**src/bpa_pkg.sv**
```systemverilog
// ----------------------------------------------------------------------------
// bpa_pkg
// shared codes and types of the buddy page allocator
// ----------------------------------------------------------------------------
package bpa_pkg;

  localparam logic [1:0] CMD_ALLOC = 2'd0;
  localparam logic [1:0] CMD_FREE  = 2'd1;
  localparam logic [1:0] CMD_INIT  = 2'd2;

  localparam logic [2:0] ST_OK         = 3'd0;
  localparam logic [2:0] ST_NO_MEM     = 3'd1;
  localparam logic [2:0] ST_BAD_ADDR   = 3'd2;
  localparam logic [2:0] ST_BAD_ORDER  = 3'd3;
  localparam logic [2:0] ST_ALREADY_FR = 3'd4;

  localparam logic [4:0]  TAG_NOT_FREE = 5'd31;
  localparam logic [12:0] LINK_NONE    = 13'h1FFF;
  localparam int          PAGE_SHIFT   = 12;

  localparam logic [0:0] CFG_BASE_ADDR  = 1'd0;
  localparam logic [0:0] CFG_PAGE_COUNT = 1'd1;

  typedef struct packed {
    logic [1:0]  cmd;
    logic [3:0]  ord;
    logic        ord_bad;
    logic        addr_bad;
    logic [12:0] page;
  } bpa_req_t;

endpackage

```
**src/bpa_queue.sv**
```systemverilog
// ----------------------------------------------------------------------------
// bpa_queue
// two-entry request queue between front and back
// ----------------------------------------------------------------------------
module bpa_queue import bpa_pkg::*; (
  input  logic     clk,
  input  logic     rst_n,
  input  logic     push,
  input  bpa_req_t push_entry,
  output logic     full,
  input  logic     pop,
  output logic     valid,
  output bpa_req_t pop_entry
);

  bpa_req_t   mem_r [2];
  logic       wp_r;
  logic       rp_r;
  logic [1:0] cnt_r;

  assign full      = cnt_r == 2'd2;
  assign valid     = cnt_r != 2'd0;
  assign pop_entry = mem_r[rp_r];

  always_ff @(posedge clk) begin
    if (push) begin
      mem_r[wp_r] <= push_entry;
    end
  end

  always_ff @(posedge clk) begin
    if (!rst_n) begin
      wp_r  <= 1'b0;
      rp_r  <= 1'b0;
      cnt_r <= 2'd0;
    end else begin
      if (push) wp_r <= ~wp_r;
      if (pop) rp_r <= ~rp_r;
      cnt_r <= cnt_r + {1'b0, push} - {1'b0, pop};
    end
  end

endmodule

```
**config.mk**
```make
export PLATFORM = sky130hd
export DESIGN_NAME = bpa_queue
export DESIGN_NICKNAME = d
export VERILOG_FILES = /design/src/bpa_pkg.sv /design/src/bpa_queue.sv
export SDC_FILE = /design/constraint.sdc
export NUM_CORES = 1
export LEC_CHECK = 0
export BUFFER_PORTS_ARGS = -buffer_cell sky130_fd_sc_hd__buf_4
export CAP_MARGIN = 0
export CORE_MARGIN = 4
export CORE_UTILIZATION = 51
export DETAILED_ROUTE_END_ITERATION = 6
export PLACE_DENSITY_LB_ADDON = 0.25
export SLEW_MARGIN = 20
export SYNTH_ARGS = -nofsm -noshare
export SYNTH_HDL_FRONTEND = slang
export SYNTH_SLANG_ARGS = --single-unit
```
**constraint.sdc**
```tcl
create_clock -name clk -period 2.5 [get_ports clk]
set_clock_uncertainty 0.2 [all_clocks]
set_input_delay 0.125 -clock clk [delete_from_list [all_inputs] [get_ports clk]]
set_output_delay 0.125 -clock clk [all_outputs]
set_load 0.1 [all_outputs]
```
==> summary.md <==
## Synthesis
• **flip-flop and latch count after synthesis** 47
• **average size of a mapped cell** 21.2 um2
• **post-synthesis instance area** 1820 um2
• **post-synth net total** 113
• **sequential fraction of the synthesis area** 0.747
• **yosys synthesis warning count** 0
• **gate count after technology mapping** 86
• **share of Yosys cell area claimed by the top area cell type** 0.692
• **cell taking the most area after synthesis** edfxtp_1
• **number of distinct library cells after synthesis** 13
• **leading cell types by total area after synthesis** edfxtp_1 (69%), mux2_4 (16%), dfxtp_1 (5.5%)

## Global routing
• **vias in the first global route** 1025
• **global-route congestion overflow total** 0
• **largest net degree at the start of global routing** 23
• **global-route wire length before repair** 4760 um
• **number of antenna violations at the first check in global routing** 0
• **aggregate global-route resource usage** 0.151

## STA
• **relative slew slack** 0.757
• **final clock period utilization by the worst path** 0.802
• **fin crit period** 2.01 ns
• **Setup-failing EPs final** 0
• **PnR worst setup slack** 0.495 ns
• **final total negative setup slack** 0 ns
• **Max Clock Freq** 499 MHz
• **Least-Margin Pin Slew** 0.363 ns
• **RSZ-0062 raised after global routing** false
• **endpoints failing hold** 0
• **final-report max-slew violation count** 0

## Route
• **First-pass DRT Iterations** 3
• **post-detailed-routing wire length** 2900 um
• **Detail Route Antenna Nets** 0
• **First DRT Iteration DRCs** 56
• **total vias in the final route** 963
• **routed via count divided by cell count** 4.52
• **DR WL/cell** 13.6 um
• **number of DRC violations after detailed routing** 0

## Final layout
• **diode count** 0
• **most frequent cells in the layout** buf_4 (49), edfxtp_1 (42), dlygate4sd3_1 (25)
• **multi-input combinational cell area** 434 um2
• **synthesis-to-layout area growth** 39.7%
• **register area** 1360 um2
• **most common library cell in the layout ignoring fill and taps** buf_4
• **number of nets in the final layout** 193
• **share of final-layout standard cells stronger than drive strength 1** 0.455
• **Fill cells** 216

## CTS
• **clock buffer depth** 2
• **clock-pin slew reported for the worst setup and hold paths after clock tree synthesis** 0.11 ns
• **buffer type at the clock tree root** clkbuf_4
• **TritonCTS clock tree** done
• **insertion delay to the later sink of the worst-skew pair** 0.34 ns
• **number of levels the H-tree was split into** 2
• **sink count of the clock tree** 47
• **TritonCTS buffer count** 5

## Die
• **I/O pin count** 48
• **Die Y** 67.8 um
• **area of the core** 3390 um2
• **number of core rows** 21
• **area enclosed by the die boundary** 4590 um2
• **effective utilization at floorplan** 0.538
• **die outline width** 67.8 um

## Setup path
• **arrival time reported for the critical path endpoint** 1.68 ns
• **critical path peak fanout** 16
• **standard cell with the maximum stage delay on the critical path** dfxtp_1
• **delay contributed by the slowest stage of the critical path** 0.55 ns
• **ordered cell list for the critical path** buf_12, mux2_4, buf_4
• **CP startpoint kind** flip-flop
• **critical path required time** 2.17 ns
• **CP endpoint kind** primary output
• **critical path start-end classification** reg -> out

## Placed design
• **number of buffers added on ports** 47
• **pre-CTS setup slack** 0.852 ns
• **Placer Congestion** 0.672

## Flow run
• **# Max-Cap Violations** 0

## Worst hold path
• **class of the tightest hold or removal check** in -> reg

## Power and ir drop
• **Power Dens Cells** 722 nW/um2
• **static power due to leakage** 1.04 nW
• **Worst IR Drop VDD** 0.411 mV

## Run status
• **outcome** complete, no violations

-- metal layers --
metal  global-route usage  up-vias  wire length (um)
met4               0.0596        0                42
met3               0.0549        5               176
met2                0.262       29              1600
li1                     -      486                 -
met1                0.166      443              1080
met5                    0        -                 0
-- area by class of cell --
class,count,area share
clock buffer,6,0.0162
clock inverter,2,0.00295
inverter,2,0.00295
multi-input combinational,35,0.170
sequential,47,0.534
tap,46,0.0226
timing repair buffer,75,0.250
-- Yosys cell counts, drive strengths merged --
cell type   n
edfxtp     42
mux2       21
dfxtp       5
and2        4
nor2b       4
buf         2
ha          2
inv         2
o21a        1
or2         1
xnor3       1
xor2        1
-- per-stage QoR --
| stage | cells | hold slack, ns | instance area (um2) | power (mW) | utilization |
|---|---|---|---|---|---|
| after floorplan | 86 | 0.0239 | 1820 | 1.40 | - |
| after global placement | 180 | 0.110 | 2250 | 1.52 | 0.663 |
| after detailed placement | 180 | 0.113 | 2250 | 1.52 | 0.663 |
| after CTS | 213 | 0.279 | 2550 | 1.86 | 0.752 |
| after global routing | 213 | 0.261 | 2550 | 1.93 | 0.752 |
| final | 213 | 0.305 | 2550 | 1.84 | 0.752 |
-- flip-flops by register name (all words and copies together), names as in the netlist, named ones only --
register  cells
wp_r          1
rp_r          1
mem_r        42
cnt_r         2
-- worst max-delay path, delay by kind of cell (launching register included) --
family	cells	cell delay (ns)
flops	1	0.55
mux	1	0.31
buf+inv	2	0.46
-- cells by family after synthesis --
family / Yosys count / synth area share
DFF: 47 / 0.747
muxes: 21 / 0.171
and+or+nand+nor: 9 / 0.0309
buffers and inverters: 4 / 0.0165
xor gates and xnor gates: 2 / 0.0172
adders and majority gates: 2 / 0.0137
AOI/OAI and AO/OA: 1 / 0.00412
-- timing repair --
item | in CTS | in global routing
setup buffers | 0 | 0
hold endpoints to repair | 47 | 0
hold buffers | 25 | 0
gates resized for setup | 0 | 0
-- power by group --
group	switching, mW	internal [mW]	leakage (nW)	total (mW)
clock network	0.201	0.104	0.0273	0.305
logic	0.411	0.196	0.573	0.606
registers	0.0211	0.905	0.436	0.927
-- path summary, 6_finish.rpt --
check,startpoint,endpoint,slack (ns),depth (start not counted)
max reg2reg,rp_r,rp_r,1.02,3
max,flip-flop,pop_entry[13],0.49,3
min reg2reg,rp_r,flip-flop,0.42,2
min,push_entry[13],mem_r[0][13],0.30,2
Note: power is estimated with default switching activity, not from simulation.
