### config.mk
export PLATFORM = sky130hd
export DESIGN_NAME = bpa_front
export DESIGN_NICKNAME = d
export VERILOG_FILES = /design/src/bpa_pkg.sv /design/src/bpa_front.sv
export SDC_FILE = /design/constraint.sdc
export NUM_CORES = 1
export LEC_CHECK = 0
export BUFFER_PORTS_ARGS = -buffer_cell sky130_fd_sc_hd__buf_2
export CAP_MARGIN = 15
export CORE_AREA = 2 2 95 60
export DETAILED_ROUTE_END_ITERATION = 7
export DIE_AREA = 0 0 97 62
export PLACE_DENSITY = 0.76
export SYNTH_ARGS = -nofsm -noshare
export SYNTH_HDL_FRONTEND = slang
export SYNTH_SLANG_ARGS = --single-unit
### constraint.sdc
create_clock -name vclk -period 6.2
set_input_delay 1.24 -clock vclk [all_inputs]
set_output_delay 1.24 -clock vclk [all_outputs]
set_load 0.02 [all_outputs]
### src/bpa_pkg.sv
// ----------------------------------------------------------------------------
// bpa_pkg
// shared codes and types of the buddy page allocator
// ----------------------------------------------------------------------------
package bpa_pkg;

  localparam logic [1:0] CMD_ALLOC = 2'd0;
  localparam logic [1:0] CMD_FREE  = 2'd1;
  localparam logic [1:0] CMD_INIT  = 2'd2;

  localparam logic [2:0] ST_OK         = 3'd0;
  localparam logic [2:0] ST_NO_MEM     = 3'd1;
  localparam logic [2:0] ST_BAD_ADDR   = 3'd2;
  localparam logic [2:0] ST_BAD_ORDER  = 3'd3;
  localparam logic [2:0] ST_ALREADY_FR = 3'd4;

  localparam logic [4:0]  TAG_NOT_FREE = 5'd31;
  localparam logic [12:0] LINK_NONE    = 13'h1FFF;
  localparam int          PAGE_SHIFT   = 12;

  localparam logic [0:0] CFG_BASE_ADDR  = 1'd0;
  localparam logic [0:0] CFG_PAGE_COUNT = 1'd1;

  typedef struct packed {
    logic [1:0]  cmd;
    logic [3:0]  ord;
    logic        ord_bad;
    logic        addr_bad;
    logic [12:0] page;
  } bpa_req_t;

endpackage

### src/bpa_front.sv
// ----------------------------------------------------------------------------
// bpa_front
// accepts requests, checks order and address range, builds queue entries
// ----------------------------------------------------------------------------
module bpa_front import bpa_pkg::*; #(
  parameter int MAX_ORDER_NUM = 11,
  parameter int MAX_PAGES     = 4096
) (
  input  logic        in_valid,
  output logic        in_ready,
  input  logic [1:0]  in_cmd,
  input  logic [3:0]  in_order,
  input  logic [31:0] in_address,
  input  logic [31:0] base_addr,
  input  logic [12:0] page_count,
  input  logic        q_full,
  input  logic        clearing,
  output logic        push,
  output bpa_req_t    entry
);

  logic [12:0] usable;
  logic [31:0] diff;
  logic [19:0] idx;

  assign usable = (page_count > 13'(MAX_PAGES)) ? 13'(MAX_PAGES) : page_count;
  assign diff   = in_address - base_addr;
  assign idx    = diff[31:PAGE_SHIFT];

  assign in_ready = !q_full && !clearing;
  assign push     = in_valid && in_ready;

  always_comb begin
    entry.cmd      = in_cmd;
    entry.ord      = in_order;
    entry.ord_bad  = {1'b0, in_order} >= 5'(MAX_ORDER_NUM);
    entry.addr_bad = (in_address < base_addr) || (idx >= {7'd0, usable});
    entry.page     = idx[12:0];
  end

endmodule

==> results.py <==
metrics = {
    "synthesis": {
        "yosys-top-cells-area": "ha_1 (27%), inv_1 (7.5%), a21oi_1 (6.5%)",
        "synth_area_sq_um": 2010,
        "netlist.area_leader.share_pct": 27.4,
        "yosys_warnings": 0,
        "syn_nets": 420,
        "ys_seq_area_share_pct": 0,
        "synth_area_leader_cell": "ha_1",
        "synth_cell_type_count": 51,
        "syn-instance-count": 290,
        "syn_area_per_cell_sq_um": 6.94,
    },
    "detailed_routing": {
        "num_vias": 2472,
        "firstDrtPassIters": 5,
        "drc_errors": 0,
        "drtIter0Drc": 264,
        "routed_wl_microns": 6120,
        "avgViaCountPerCell": 5.39,
        "post_drt_wl_per_cell_microns": 13.3,
        "drtAntennaViolNets": 0,
    },
    "run": {
        "drv_cap": 0,
    },
    "setup_path": {
        "critical_path_class": "in2out",
        "cp_max_fo": 2,
        "worstPathCellList": "buf_2, inv_1, ha_4, a2111oi_4, o41ai_4, nor2_2, o21ai_2, a21oi_2, o21ai_2, xnor2_2, ha_1, a21o_1, a21o_1, a21oi_1, o31a_1, o21ai_0, a221o_1, a311oi_2, o2111ai_1, buf_4",
        "crit_end": "entry[13]",
        "startpoint_type": "primary input",
        "crit_arrival_ns": 4.80,
        "cpMaxStageDelayCell": "a2111oi_4",
        "cp.required_ns": 4.96,
        "crit_path_start": "base_addr[1]",
        "max_stage_delay_ns": 0.48,
        "cp-end-kind": "output port",
    },
    "outcome": {
        "status": "completed",
    },
    "worst_hold_path": {
        "hp-class": "in2out",
    },
    "final_layout": {
        "regArea_sq_um": 0,
        "most-common-layout-cells": "buf_2 (104), inv_1 (40), ha_1 (40)",
        "post-route-util_pct": 51.5,
        "design.seq.count": 0,
        "layout-drive-gt1-share_pct": 36.4,
        "final_cells": 459,
        "antenna_cells": 0,
        "final_common_cell": "buf_2",
        "nets": 522,
        "area_delta_synth_final_pct": 35.1,
        "clock_buffers": 0,
    },
    "clocking": {
        "cts_hold_buffers": 0,
    },
    "floorplanning": {
        "fp.dieH_microns": 62,
        "coreArea_sq_um": 5280,
        "ios": 109,
        "rows": 21,
        "die_width_microns": 97,
        "die_area_sq_um": 6010,
        "initial_core_util_pct": 38.1,
    },
    "power": {
        "pwr_density_cell_nw_per_um2": 119,
        "leakagePower_nw": 1.52,
        "peakVddDrop_mv": 0.0354,
    },
    "grt": {
        "grt_use_total_pct": 19.2,
        "grt_max_degree": 13,
        "overflow": 0,
        "antenna_found_initial": 0,
        "grt_pass1_vias": 2156,
        "grt_pass1_wl_microns": 9750,
    },
    "sta": {
        "period_share_pct": 97.3,
        "maxSlewHeadroom_pct": 71.6,
        "tightestPinTransition_ns": 0.426,
        "setup_viol": 0,
        "drv_slew": 0,
        "max_freq_mhz": 166,
        "period_needed_ns": 6.04,
        "hold_violations": 0,
    },
    "place": {
        "dp_hpwl_microns": 5160,
        "dp.cells": 455,
        "portBuffers": 105,
        "gp_congestion": 0.855,
    },
}
-- how the worst min path moves through the flow --
stage	cells past startpoint	end	slack [ns]	start
final	0	entry[19]	2.48	in_cmd[0]
after global routing	0	entry[19]	2.48	in_cmd[0]
after CTS	0	entry[20]	2.48	in_cmd[1]
after detailed placement	0	entry[20]	2.48	in_cmd[1]
after global placement	0	entry[20]	2.48	in_cmd[1]
after floorplan	1	in_ready	2.56	q_full
-- per-layer routing --
metal / routed length, microns / part of all wire (%) / GRT usage, % / vias up
met1: 3080 / 50 / 29.8 / 1105
met5: 0 / 0 / 0 / -
li1: - / - / - / 1245
met4: 23 / 0.38 / 0 / 0
met3: 561 / 9.2 / 1.57 / 4
met2: 2460 / 40 / 30.9 / 118
-- logic make-up (layout without fill, tap and decap cells) --
| family | after synthesis | count (layout) | share of synthesized area [%] |
|---|---|---|---|
| muxes | 2 | 2 | 1.06 |
| adders and majority gates | 44 | 44 | 27.4 |
| AOI/OAI and AO/OA | 98 | 98 | 34.0 |
| xor gates and xnor gates | 13 | 13 | 5.66 |
| buffers and inverters | 51 | 151 | 11.8 |
| and+or+nand+nor | 82 | 82 | 20.2 |
-- worst max-delay path, delay by kind of cell --
family | cells | cell delay [ns]
AOI/OAI and AO/OA | 13 | 2.35
xor gates and xnor gates | 1 | 0.16
adders and majority gates | 2 | 0.53
buffers and inverters | 3 | 0.36
and+or+nand+nor | 1 | 0.16
-- cell type report --
cell class	instances	area [sq um]
Multi-Input combinational cell	239	1910
Fill cell	517	2560
Inverter	40	150
Tap cell	69	86.3
Timing Repair Buffer	111	573
-- synth_stat cells (all sizes together) (3+ instances only) --
| cell type | instances |
|---|---|
| ha | 44 |
| nor2 | 21 |
| a21o | 16 |
| and3 | 5 |
| nand2b | 3 |
| nor3 | 4 |
| o21a | 8 |
| a21oi | 28 |
| xnor2 | 9 |
| buf | 9 |
| a221o | 3 |
| and2 | 4 |
| a211oi | 4 |
| o21bai | 5 |
| o21ai | 14 |
| inv | 40 |
| a31oi | 5 |
| xor2 | 4 |
| nand3 | 3 |
| nand2 | 27 |
| nand4 | 6 |
-- what timing repair did --
action / in CTS / in global routing
endpoints found under the setup margin: 1 / 1
setup buffers: 0 / 4
cloned: 0 / 0
resized for setup: 1 / 22
pin swaps: 0 / 9
-- through the flow --
stage / hold WS [ns] / area, sq um / worst slack [ns] / setup TNS, ns / power (W)
3_3_place_gp: 2.48 / 2550 / 0.104 / 0 / 0.000289
5_1_grt: 2.48 / 2720 / -0.0880 / -0.0880 / 0.000358
2_1_floorplan: 2.56 / 2010 / 0.0620 / 0 / 0.000211
4_1_cts: 2.48 / 2560 / 0.0494 / 0 / 0.000298
6_report: 2.48 / 2720 / 0.165 / 0 / 0.000323
3_5_place_dp: 2.48 / 2550 / -0.0305 / -0.0305 / 0.000295
-- power by group --
group          switching, W  leakage (nW)  internal, W
combinational      0.000181          1.52     0.000142
sequential                0             0            0
clock                     0             0            0
total              0.000181          1.52     0.000142
Power figures use the tool's default switching activity.
